## config.mk

```make
export PLATFORM = sky130hd
export DESIGN_NAME = multi_slot_alarm_table
export DESIGN_NICKNAME = d
export VERILOG_FILES = /design/src/design/msat_pkg.sv /design/src/design/msat_ctrl.sv /design/src/design/msat_dp.sv /design/src/design/multi_slot_alarm_table.sv
export SDC_FILE = /design/constraint.sdc
export NUM_CORES = 1
export LEC_CHECK = 0
export BUFFER_PORTS_ARGS = -buffer_cell sky130_fd_sc_hd__buf_2
export CAP_MARGIN = 25
export CORE_ASPECT_RATIO = 1.5
export CORE_MARGIN = 5
export CORE_UTILIZATION = 40
export CTS_CLUSTER_DIAMETER = 30
export DETAILED_ROUTE_END_ITERATION = 7
export GPL_TIMING_DRIVEN = 0
export PLACE_DENSITY_LB_ADDON = 0.08
export SYNTH_ARGS = -nofsm -noshare
export SYNTH_HDL_FRONTEND = slang
export SYNTH_SLANG_ARGS = --single-unit
```

## constraint.sdc

```tcl
create_clock -name clk -period 9 [get_ports clk]
set_clock_uncertainty 0.2 [all_clocks]
set_input_delay 0 -clock clk [delete_from_list [all_inputs] [get_ports clk]]
set_output_delay 0 -clock clk [all_outputs]
set_load 0.02 [all_outputs]
```

## src/design/msat_pkg.sv

```systemverilog
`default_nettype none

package msat_pkg;

  localparam int SLOT_COUNT = 10;
  localparam int TAG_BITS   = 16;

  localparam int SLOT_IDX_W = (SLOT_COUNT > 1) ? $clog2(SLOT_COUNT) : 1;
  localparam int CNT_W      = $clog2(SLOT_COUNT + 1);

  localparam logic [30:0] TIME_MAX          = 31'h7FFF_FFFF;
  localparam logic [30:0] DEFAULT_MAX_DELAY = 31'd2678400;

  localparam logic [1:0] OP_TICK  = 2'd0;
  localparam logic [1:0] OP_SET   = 2'd1;
  localparam logic [1:0] OP_CLEAR = 2'd2;

  localparam logic [1:0] ST_OK        = 2'd0;
  localparam logic [1:0] ST_BAD_DELAY = 2'd1;
  localparam logic [1:0] ST_FULL      = 2'd2;

  typedef struct packed {
    logic                  latch_in;
    logic                  exec;
    logic                  scan_clear;
    logic                  rd_en;
    logic [SLOT_IDX_W-1:0] rd_addr;
    logic                  out_load;
  } ctl_cmd_t;

  typedef struct packed {
    logic scan_req;
  } dp_sts_t;

  // port tag (16 bit) to stored tag width, masking to TAG_BITS
  function automatic logic [TAG_BITS-1:0] tag_in(input logic [15:0] t);
    logic [31:0] w;
    w = 32'(t);
    return w[TAG_BITS-1:0];
  endfunction

  function automatic logic [15:0] tag_out(input logic [TAG_BITS-1:0] t);
    logic [31:0] w;
    w = 32'(t);
    return w[15:0];
  endfunction

endpackage

`default_nettype wire

```

## src/design/msat_ctrl.sv

```systemverilog
`default_nettype none

module msat_ctrl (
  input  wire logic               clk,
  input  wire logic               rst_n,
  input  wire logic               in_valid,
  output logic                    in_ready,
  output logic                    out_valid,
  input  wire logic               out_ready,
  input  wire msat_pkg::dp_sts_t  sts,
  output msat_pkg::ctl_cmd_t      cmd
);

  localparam logic [2:0] S_IDLE = 3'd0;
  localparam logic [2:0] S_EXEC = 3'd1;
  localparam logic [2:0] S_SCAN = 3'd2;
  localparam logic [2:0] S_TAIL = 3'd3;
  localparam logic [2:0] S_DONE = 3'd4;

  logic [2:0]                      state_r, state_nxt;
  logic [msat_pkg::SLOT_IDX_W-1:0] cnt_r, cnt_nxt;
  logic                            out_valid_r, out_valid_nxt;

  always_comb begin
    state_nxt     = state_r;
    cnt_nxt       = cnt_r;
    cmd           = '0;
    cmd.rd_addr   = cnt_r;
    out_valid_nxt = out_valid_r && !out_ready;
    unique case (state_r)
      S_IDLE: begin
        if (in_valid) begin
          cmd.latch_in = 1'b1;
          state_nxt    = S_EXEC;
        end
      end
      S_EXEC: begin
        cmd.exec = 1'b1;
        cnt_nxt  = '0;
        state_nxt = sts.scan_req ? S_SCAN : S_DONE;
      end
      S_SCAN: begin
        cmd.rd_en      = 1'b1;
        cmd.scan_clear = (cnt_r == '0);
        if (cnt_r == msat_pkg::SLOT_IDX_W'(msat_pkg::SLOT_COUNT - 1)) begin
          state_nxt = S_TAIL;
        end else begin
          cnt_nxt = cnt_r + 1'b1;
        end
      end
      // last slot is evaluated here
      S_TAIL: begin
        state_nxt = S_DONE;
      end
      S_DONE: begin
        if (!out_valid_r || out_ready) begin
          cmd.out_load  = 1'b1;
          out_valid_nxt = 1'b1;
          state_nxt     = S_IDLE;
        end
      end
      default: begin
        state_nxt = S_IDLE;
      end
    endcase
  end

  always_ff @(posedge clk) begin
    if (!rst_n) begin
      state_r     <= S_IDLE;
      cnt_r       <= '0;
      out_valid_r <= 1'b0;
    end else begin
      state_r     <= state_nxt;
      cnt_r       <= cnt_nxt;
      out_valid_r <= out_valid_nxt;
    end
  end

  assign in_ready  = (state_r == S_IDLE);
  assign out_valid = out_valid_r;

endmodule

`default_nettype wire

```

## src/design/msat_dp.sv

```systemverilog
`default_nettype none

module msat_dp (
  input  wire logic               clk,
  input  wire logic               rst_n,
  input  wire logic [1:0]         in_operation,
  input  wire logic [30:0]        in_now,
  input  wire logic signed [31:0] in_delay_seconds,
  input  wire logic [15:0]        in_alarm_tag,
  input  wire logic               cfg_we,
  input  wire logic [30:0]        cfg_max_delay_seconds,
  input  wire msat_pkg::ctl_cmd_t cmd,
  output msat_pkg::dp_sts_t       sts,
  output logic [1:0]              out_status,
  output logic                    out_triggered,
  output logic [15:0]             out_ring_tag,
  output logic                    out_ring_active,
  output logic [3:0]              out_slot_used,
  output logic [3:0]              out_active_count,
  output logic [15:0]             out_next_tag,
  output logic [30:0]             out_next_time
);

  localparam int N  = msat_pkg::SLOT_COUNT;
  localparam int IW = msat_pkg::SLOT_IDX_W;
  localparam int TW = msat_pkg::TAG_BITS;
  localparam int CNT_W_L = msat_pkg::CNT_W;

  logic [1:0]    op_r;
  logic [30:0]   now_r;
  logic [31:0]   delay_r;
  logic [TW-1:0] tag_r;
  logic [30:0]   max_delay_r;

  logic [N-1:0]  occ_r;
  logic [TW-1:0] tag_mem [N];
  logic [30:0]   time_mem [N];

  logic [TW-1:0] earliest_tag_r;
  logic [30:0]   earliest_time_r;
  logic          ring_r;
  logic          found_r;

  logic [1:0]    res_status_r, res_status_nxt;
  logic          res_trig_r, res_trig_nxt;
  logic [TW-1:0] res_ring_tag_r, res_ring_tag_nxt;
  logic [IW-1:0] res_slot_r, res_slot_nxt;

  logic          rd_valid_r;
  logic [IW-1:0] rd_idx_r;
  logic [TW-1:0] rd_tag_r;
  logic [30:0]   rd_time_r;

  logic          delay_bad;
  logic          free_found;
  logic [IW-1:0] free_idx;
  logic [31:0]   sum;
  logic [30:0]   expiry;
  logic          due;
  logic [CNT_W_L-1:0] occ_cnt;

  assign delay_bad = delay_r[31] || (delay_r == '0) || (delay_r[30:0] > max_delay_r);
  assign sum       = {1'b0, now_r} + {1'b0, delay_r[30:0]};
  assign expiry    = sum[31] ? msat_pkg::TIME_MAX : sum[30:0];
  assign due       = (earliest_tag_r != '0) && (earliest_time_r != '0) &&
                     (now_r >= earliest_time_r);

  // lowest free slot
  always_comb begin
    free_found = 1'b0;
    free_idx   = '0;
    for (int i = N - 1; i >= 0; i--) begin
      if (!occ_r[i]) begin
        free_found = 1'b1;
        free_idx   = IW'(i);
      end
    end
  end

  always_comb begin
    occ_cnt = '0;
    for (int i = 0; i < N; i++) begin
      occ_cnt = occ_cnt + CNT_W_L'(occ_r[i]);
    end
  end

  assign sts.scan_req = ((op_r == msat_pkg::OP_TICK) && due) ||
                        ((op_r == msat_pkg::OP_SET) && !delay_bad && free_found);

  always_ff @(posedge clk) begin
    if (cmd.latch_in) begin
      op_r    <= in_operation;
      now_r   <= in_now;
      delay_r <= $unsigned(in_delay_seconds);
      tag_r   <= msat_pkg::tag_in(in_alarm_tag);
    end
  end

  always_ff @(posedge clk) begin
    if (!rst_n) begin
      max_delay_r <= msat_pkg::DEFAULT_MAX_DELAY;
    end else if (cfg_we) begin
      max_delay_r <= cfg_max_delay_seconds;
    end
  end

  // slot store: one write port, one registered read port
  always_ff @(posedge clk) begin
    if (cmd.exec && (op_r == msat_pkg::OP_SET) && !delay_bad && free_found &&
        (tag_r != '0)) begin
      tag_mem[free_idx]  <= tag_r;
      time_mem[free_idx] <= expiry;
    end
    if (cmd.rd_en) begin
      rd_tag_r  <= tag_mem[cmd.rd_addr];
      rd_time_r <= time_mem[cmd.rd_addr];
    end
    rd_idx_r <= cmd.rd_addr;
  end

  always_ff @(posedge clk) begin
    if (!rst_n) begin
      rd_valid_r <= 1'b0;
    end else begin
      rd_valid_r <= cmd.rd_en;
    end
  end

  always_comb begin
    res_status_nxt   = msat_pkg::ST_OK;
    res_trig_nxt     = 1'b0;
    res_ring_tag_nxt = '0;
    res_slot_nxt     = '0;
    unique case (op_r)
      msat_pkg::OP_TICK: begin
        if (due) begin
          res_trig_nxt     = 1'b1;
          res_ring_tag_nxt = earliest_tag_r;
        end
      end
      msat_pkg::OP_SET: begin
        if (delay_bad) begin
          res_status_nxt = msat_pkg::ST_BAD_DELAY;
        end else if (!free_found) begin
          res_status_nxt = msat_pkg::ST_FULL;
        end else begin
          res_slot_nxt = free_idx;
        end
      end
      default: begin
      end
    endcase
  end

  always_ff @(posedge clk) begin
    if (cmd.exec) begin
      res_status_r   <= res_status_nxt;
      res_trig_r     <= res_trig_nxt;
      res_ring_tag_r <= res_ring_tag_nxt;
      res_slot_r     <= res_slot_nxt;
    end
  end

  always_ff @(posedge clk) begin
    if (!rst_n) begin
      occ_r           <= '0;
      earliest_tag_r  <= '0;
      earliest_time_r <= '0;
      ring_r          <= 1'b0;
      found_r         <= 1'b0;
    end else begin
      if (cmd.exec) begin
        unique case (op_r)
          msat_pkg::OP_TICK: begin
            if (due) begin
              ring_r <= 1'b1;
            end
          end
          msat_pkg::OP_SET: begin
            // a zero tag leaves the slot free
            if (!delay_bad && free_found && (tag_r != '0)) begin
              occ_r[free_idx] <= 1'b1;
            end
          end
          msat_pkg::OP_CLEAR: begin
            ring_r <= 1'b0;
          end
          default: begin
          end
        endcase
      end
      if (cmd.scan_clear) begin
        earliest_tag_r  <= '0;
        earliest_time_r <= '0;
        found_r         <= 1'b0;
      end
      if (rd_valid_r && occ_r[rd_idx_r]) begin
        if ((rd_time_r == '0) || (rd_time_r <= now_r)) begin
          occ_r[rd_idx_r] <= 1'b0;
        end else if (!found_r || (rd_time_r < earliest_time_r)) begin
          earliest_tag_r  <= rd_tag_r;
          earliest_time_r <= rd_time_r;
          found_r         <= 1'b1;
        end
      end
    end
  end

  always_ff @(posedge clk) begin
    if (cmd.out_load) begin
      out_status       <= res_status_r;
      out_triggered    <= res_trig_r;
      out_ring_tag     <= msat_pkg::tag_out(res_ring_tag_r);
      out_ring_active  <= ring_r;
      out_slot_used    <= 4'(res_slot_r);
      out_active_count <= 4'(occ_cnt);
      out_next_tag     <= msat_pkg::tag_out(earliest_tag_r);
      out_next_time    <= earliest_time_r;
    end
  end

endmodule

`default_nettype wire

```

## src/design/multi_slot_alarm_table.sv

```systemverilog
// channel  | ports                                    | dir | handshake
// ---------+------------------------------------------+-----+--------------------
// input    | in_operation, in_now, in_delay_seconds,   | in  | in_valid / in_ready
//          | in_alarm_tag                             |     |
// result   | out_status .. out_next_time (8 fields)   | out | out_valid / out_ready
// config   | cfg_max_delay_seconds                    | in  | cfg_valid / cfg_ready
//
// an item skips the rescan (tick not due, clear, unused op, rejected set) or has the
// slot table rescanned one slot per cycle through its single read port; a stalled
// result beat holds the item in its last state until the result is taken.
// synchronous active-low reset empties the table, drops the ring flag and loads
// the default max delay. the next beat is taken while a result still waits.
`default_nettype none

module multi_slot_alarm_table (
  input  wire logic               clk,
  input  wire logic               rst_n,
  input  wire logic               in_valid,
  output logic                    in_ready,
  input  wire logic [1:0]         in_operation,
  input  wire logic [30:0]        in_now,
  input  wire logic signed [31:0] in_delay_seconds,
  input  wire logic [15:0]        in_alarm_tag,
  output logic                    out_valid,
  input  wire logic               out_ready,
  output logic [1:0]              out_status,
  output logic                    out_triggered,
  output logic [15:0]             out_ring_tag,
  output logic                    out_ring_active,
  output logic [3:0]              out_slot_used,
  output logic [3:0]              out_active_count,
  output logic [15:0]             out_next_tag,
  output logic [30:0]             out_next_time,
  input  wire logic               cfg_valid,
  output logic                    cfg_ready,
  input  wire logic [30:0]        cfg_max_delay_seconds
);

  msat_pkg::ctl_cmd_t cmd;
  msat_pkg::dp_sts_t  sts;

  assign cfg_ready = 1'b1;

  msat_ctrl u_ctrl (
    .clk       (clk),
    .rst_n     (rst_n),
    .in_valid  (in_valid),
    .in_ready  (in_ready),
    .out_valid (out_valid),
    .out_ready (out_ready),
    .sts       (sts),
    .cmd       (cmd)
  );

  msat_dp u_dp (
    .clk                   (clk),
    .rst_n                 (rst_n),
    .in_operation          (in_operation),
    .in_now                (in_now),
    .in_delay_seconds      (in_delay_seconds),
    .in_alarm_tag          (in_alarm_tag),
    .cfg_we                (cfg_valid),
    .cfg_max_delay_seconds (cfg_max_delay_seconds),
    .cmd                   (cmd),
    .sts                   (sts),
    .out_status            (out_status),
    .out_triggered         (out_triggered),
    .out_ring_tag          (out_ring_tag),
    .out_ring_active       (out_ring_active),
    .out_slot_used         (out_slot_used),
    .out_active_count      (out_active_count),
    .out_next_tag          (out_next_tag),
    .out_next_time         (out_next_time)
  );

endmodule

`default_nettype wire

```

==> summary.txt <==
Final layout
  – Commonest non-fill, non-tap cell in the layout: edfxtp_1
  – Nets: 3,202
  – Final core occ: 0.530
  – Post-route insts no fill: ~4,200
  – Most frequent cells in the layout: edfxtp_1 (696), dlygate4sd3_1 (270), buf_2 (200), ha_1 (162), clkbuf_16 (139)
  – Area growth syn-to-layout: 31.3%
  – Area occupied by multi-input gates: ~11,000 µm²
  – Share of layout cells above drive strength 1: 0.204
  – Register area: 23,000 µm²
  – Number of fill cells: 6,915

Power
  – Clock power frac: 0.519
  – Power, Total: 10.1 mW
  – Reg power frac: 0.418
  – Int Pwr: ~7.8 mW
  – Pleak: 16.4 nW
  – PwrDens: ~220 nW/µm²
  – Comb power frac: 0.063
  – Peak VDD IR: 160 µV
  – Sw Share: 0.228
  – Switching Power: 2.31 mW

Global routing
  – Antenna violations before repair: 0
  – Vias in the first global route: 23,600
  – First-pass GRT wire length: 146,000 µm
  – Largest net degree at the start of global routing: 60
  – Grt ovf: 0
  – GRT Total Usage: 0.209

Detailed routing
  – Drt initial violations: 1,248
  – Vias: about 22,000
  – Post-detailed-route wirelength per cell: between 20 and 25 µm
  – Vias per inst: 5.18
  – ANT nets after route: 0
  – Final wirelength: 96,000 µm
  – Drt pass-1 iters: 5
  – DRC viols: 0

Clocking
  – Post-CTS Hold Fix Bufs: 270
  – Post-CTS resize count: 0
  – # H-tree levels: 4
  – Clock slew at reported path FFs: roughly 0.050 ns
  – CTS Buf Count: 136
  – Worst-skew pair later-pin latency: around 0.75 ns
  – Clock buffer depth: 3
  – CTS sink cnt: 799
  – Post-CTS setup buffer count: 0
  – CTS tree: done
  – Clock root buffer: clkbuf_16

Placement
  – HPWL Detailed: slightly below 70,000 µm
  – RePlAce Congestion: 0.888
  – IO buf count: 191
  – Placed Cells: 3,627

Worst setup path
  – Setup crit end kind: flop
  – CP Launch Point: u_dp.delay_r[14]$_DFFE_PP_
  – CP Launch Type: flop
  – Req. time, crit path: 9.25 ns
  – Setup CP Type: reg2reg
  – R2R Setup Slk: 3.58 ns
  – CP Max Fanout: 10
  – Worst R2R Start: u_dp.delay_r[14]$_DFFE_PP_
  – Crit path DAT: 5.66 ns

Logic synthesis
  – Yosys cell types: between 70 and 80
  – FFs w/ async S/R, synth: 0
  – Yosys reg bits: 799
  – Seq/Total Area, Yosys: 0.669
  – Post-synth top flop: edfxtp_1
  – Synth warn: 0
  – Cell Area, Synth: 34,300 µm²
  – Mapped Nets: 2,535
  – Syn_area_per_cell: between 15 and 20 µm²
  – Cells after Synth: roughly 2,200
  – EDFF count, synth: about 700

STA
  – Finish-stage setup viols: 0
  – Fin crit share: 0.602
  – Slew Limit Fails: 0
  – Slew margin rel.: 0.338
  – Max Fclk: 185 MHz
  – Final hold vios: 0
  – Worst Tran Pin Value: 0.993 ns
  – RSZ-0062 raised after global routing: false
  – Final min period: 5.42 ns
  – Hold Slack: 0.153 ns

Floorplan
  – Starting density of the core: 0.403
  – Ports: 195
  – Die height: 369 µm
  – Die W: roughly 250 µm
  – Rows: 131
  – Die ar.: just over 90,000 µm²
  – CORE AREA: approximately 85,000 µm²

Hold path
  – HP Start: u_ctrl.cnt_r[3]$_SDFFE_PN0P_
  – Hold/Removal Path Class: reg2reg

Outcome
  – Status: complete, no violations

Run
  – Maxcap violations: 0
-- critical path, cell delays in order, from the launching register on --
cell and delay [ns]:
edfxtp_1 0.51, ha_1 0.35, nand3_1 0.11, or3_1 0.41
nor3_1 0.71, mux2i_1 0.16, a31oi_1 0.50, o21ai_1 0.36
clkbuf_1 0.38, nor3_2 0.79, buf_6 0.27, buf_6 0.19
buf_6 0.17
-- through the flow --
step | TNS [ns] | instance area [µm²] | worst slack, ns
after floorplan | 0 | 34300 | 2.74
after global placement | -575.35 | 36700 | -2.55
after detailed placement | 0 | 37500 | 3.12
after CTS | 0 | 44900 | 3.05
after global routing | 0 | 45100 | 3.33
final | 0 | 45100 | 3.58
-- final timing paths --
check,endpoint,cells past startpoint
worst max-delay path,u_dp.time_mem[1][11]$_DFFE_PP_,12
worst min-delay path,u_dp.rd_idx_r[3]$_DFF_P_,0
worst max register to register,u_dp.time_mem[1][11]$_DFFE_PP_,12
worst min register to register,u_dp.rd_idx_r[3]$_DFF_P_,0
-- state kept, by name, summed over array words and instances, names as in the netlist, 3 cells and up --
signal                 flops
u_dp.res_ring_tag_r       16
u_dp.out_next_time        31
u_dp.out_ring_tag         16
u_dp.earliest_time_r      31
u_dp.tag_r                16
u_dp.tag_mem             160
u_dp.occ_r                10
u_ctrl.cnt_r               4
u_dp.rd_time_r            31
u_dp.out_active_count      4
u_dp.out_next_tag         16
u_dp.rd_idx_r              4
u_dp.delay_r              32
u_dp.out_slot_used         4
u_dp.now_r                31
u_dp.time_mem            310
u_dp.res_slot_r            4
u_dp.rd_tag_r             16
u_dp.earliest_tag_r       16
u_ctrl.state_r             3
u_dp.max_delay_r          31
-- cells in the mapped netlist (36+ instances only) --
master    count  area share
clkbuf_1     66      0.0072
nor4_1       36      0.0066
a21oi_1      99       0.014
ha_1        162       0.059
mux2i_1     119       0.035
and2_1       67       0.012
dfxtp_1     103       0.060
a21o_1       38      0.0083
inv_1       124       0.014
nor2_1       49      0.0054
a211oi_1     56       0.012
mux4_2       96       0.063
nand2_1     136       0.015
edfxtp_1    696        0.61
nand3_1      72       0.010
-- cells by family (layout without fill, tap and decap cells) --
group / count (synthesis) / count (layout) / share of synthesized area
muxes: 216 / 216 / 0.0980
and+or+nand+nor: 500 / 500 / 0.0754
AOI/OAI and AO/OA: 329 / 329 / 0.0643
xor gates and xnor gates: 22 / 22 / 0.00561
buffers and inverters: 213 / 993 / 0.0244
adders and majority gates: 169 / 169 / 0.0631
other: 1 / 2 / 0.000109
DFF: 799 / 799 / 0.669
-- power by group through the flow --
stage	Clock, mW	Sequential, mW	Combinational [mW]
2_1_floorplan	0	4.28	0.320
3_5_place_dp	0	4.30	0.532
3_3_place_gp	0	4.31	0.502
6_report	5.25	4.23	0.641
4_1_cts	5.36	4.23	0.630
5_1_grt	5.54	4.24	0.705
-- cell type report --
cell class | instances | share of cell area
Tap cell | 1130 | 0.0314
Buffer | 88 | 0.00816
Sequential cell | 799 | 0.509
Multi-Input combinational cell | 1237 | 0.235
Timing Repair Buffer | 529 | 0.101
Clock inverter | 92 | 0.0248
Clock buffer | 159 | 0.0795
Antenna cell | 1 | 0.0000555
Inverter | 125 | 0.0104
-- routing by layer --
metal,vias to the layer above,GRT usage,routed length (µm)
met1,10800,0.243,37900
met4,0,0.0766,3300
li1,10100,-,-
met3,172,0.0405,3910
met5,-,0,0
met2,508,0.383,51000
(Power assumes the default switching activity.)
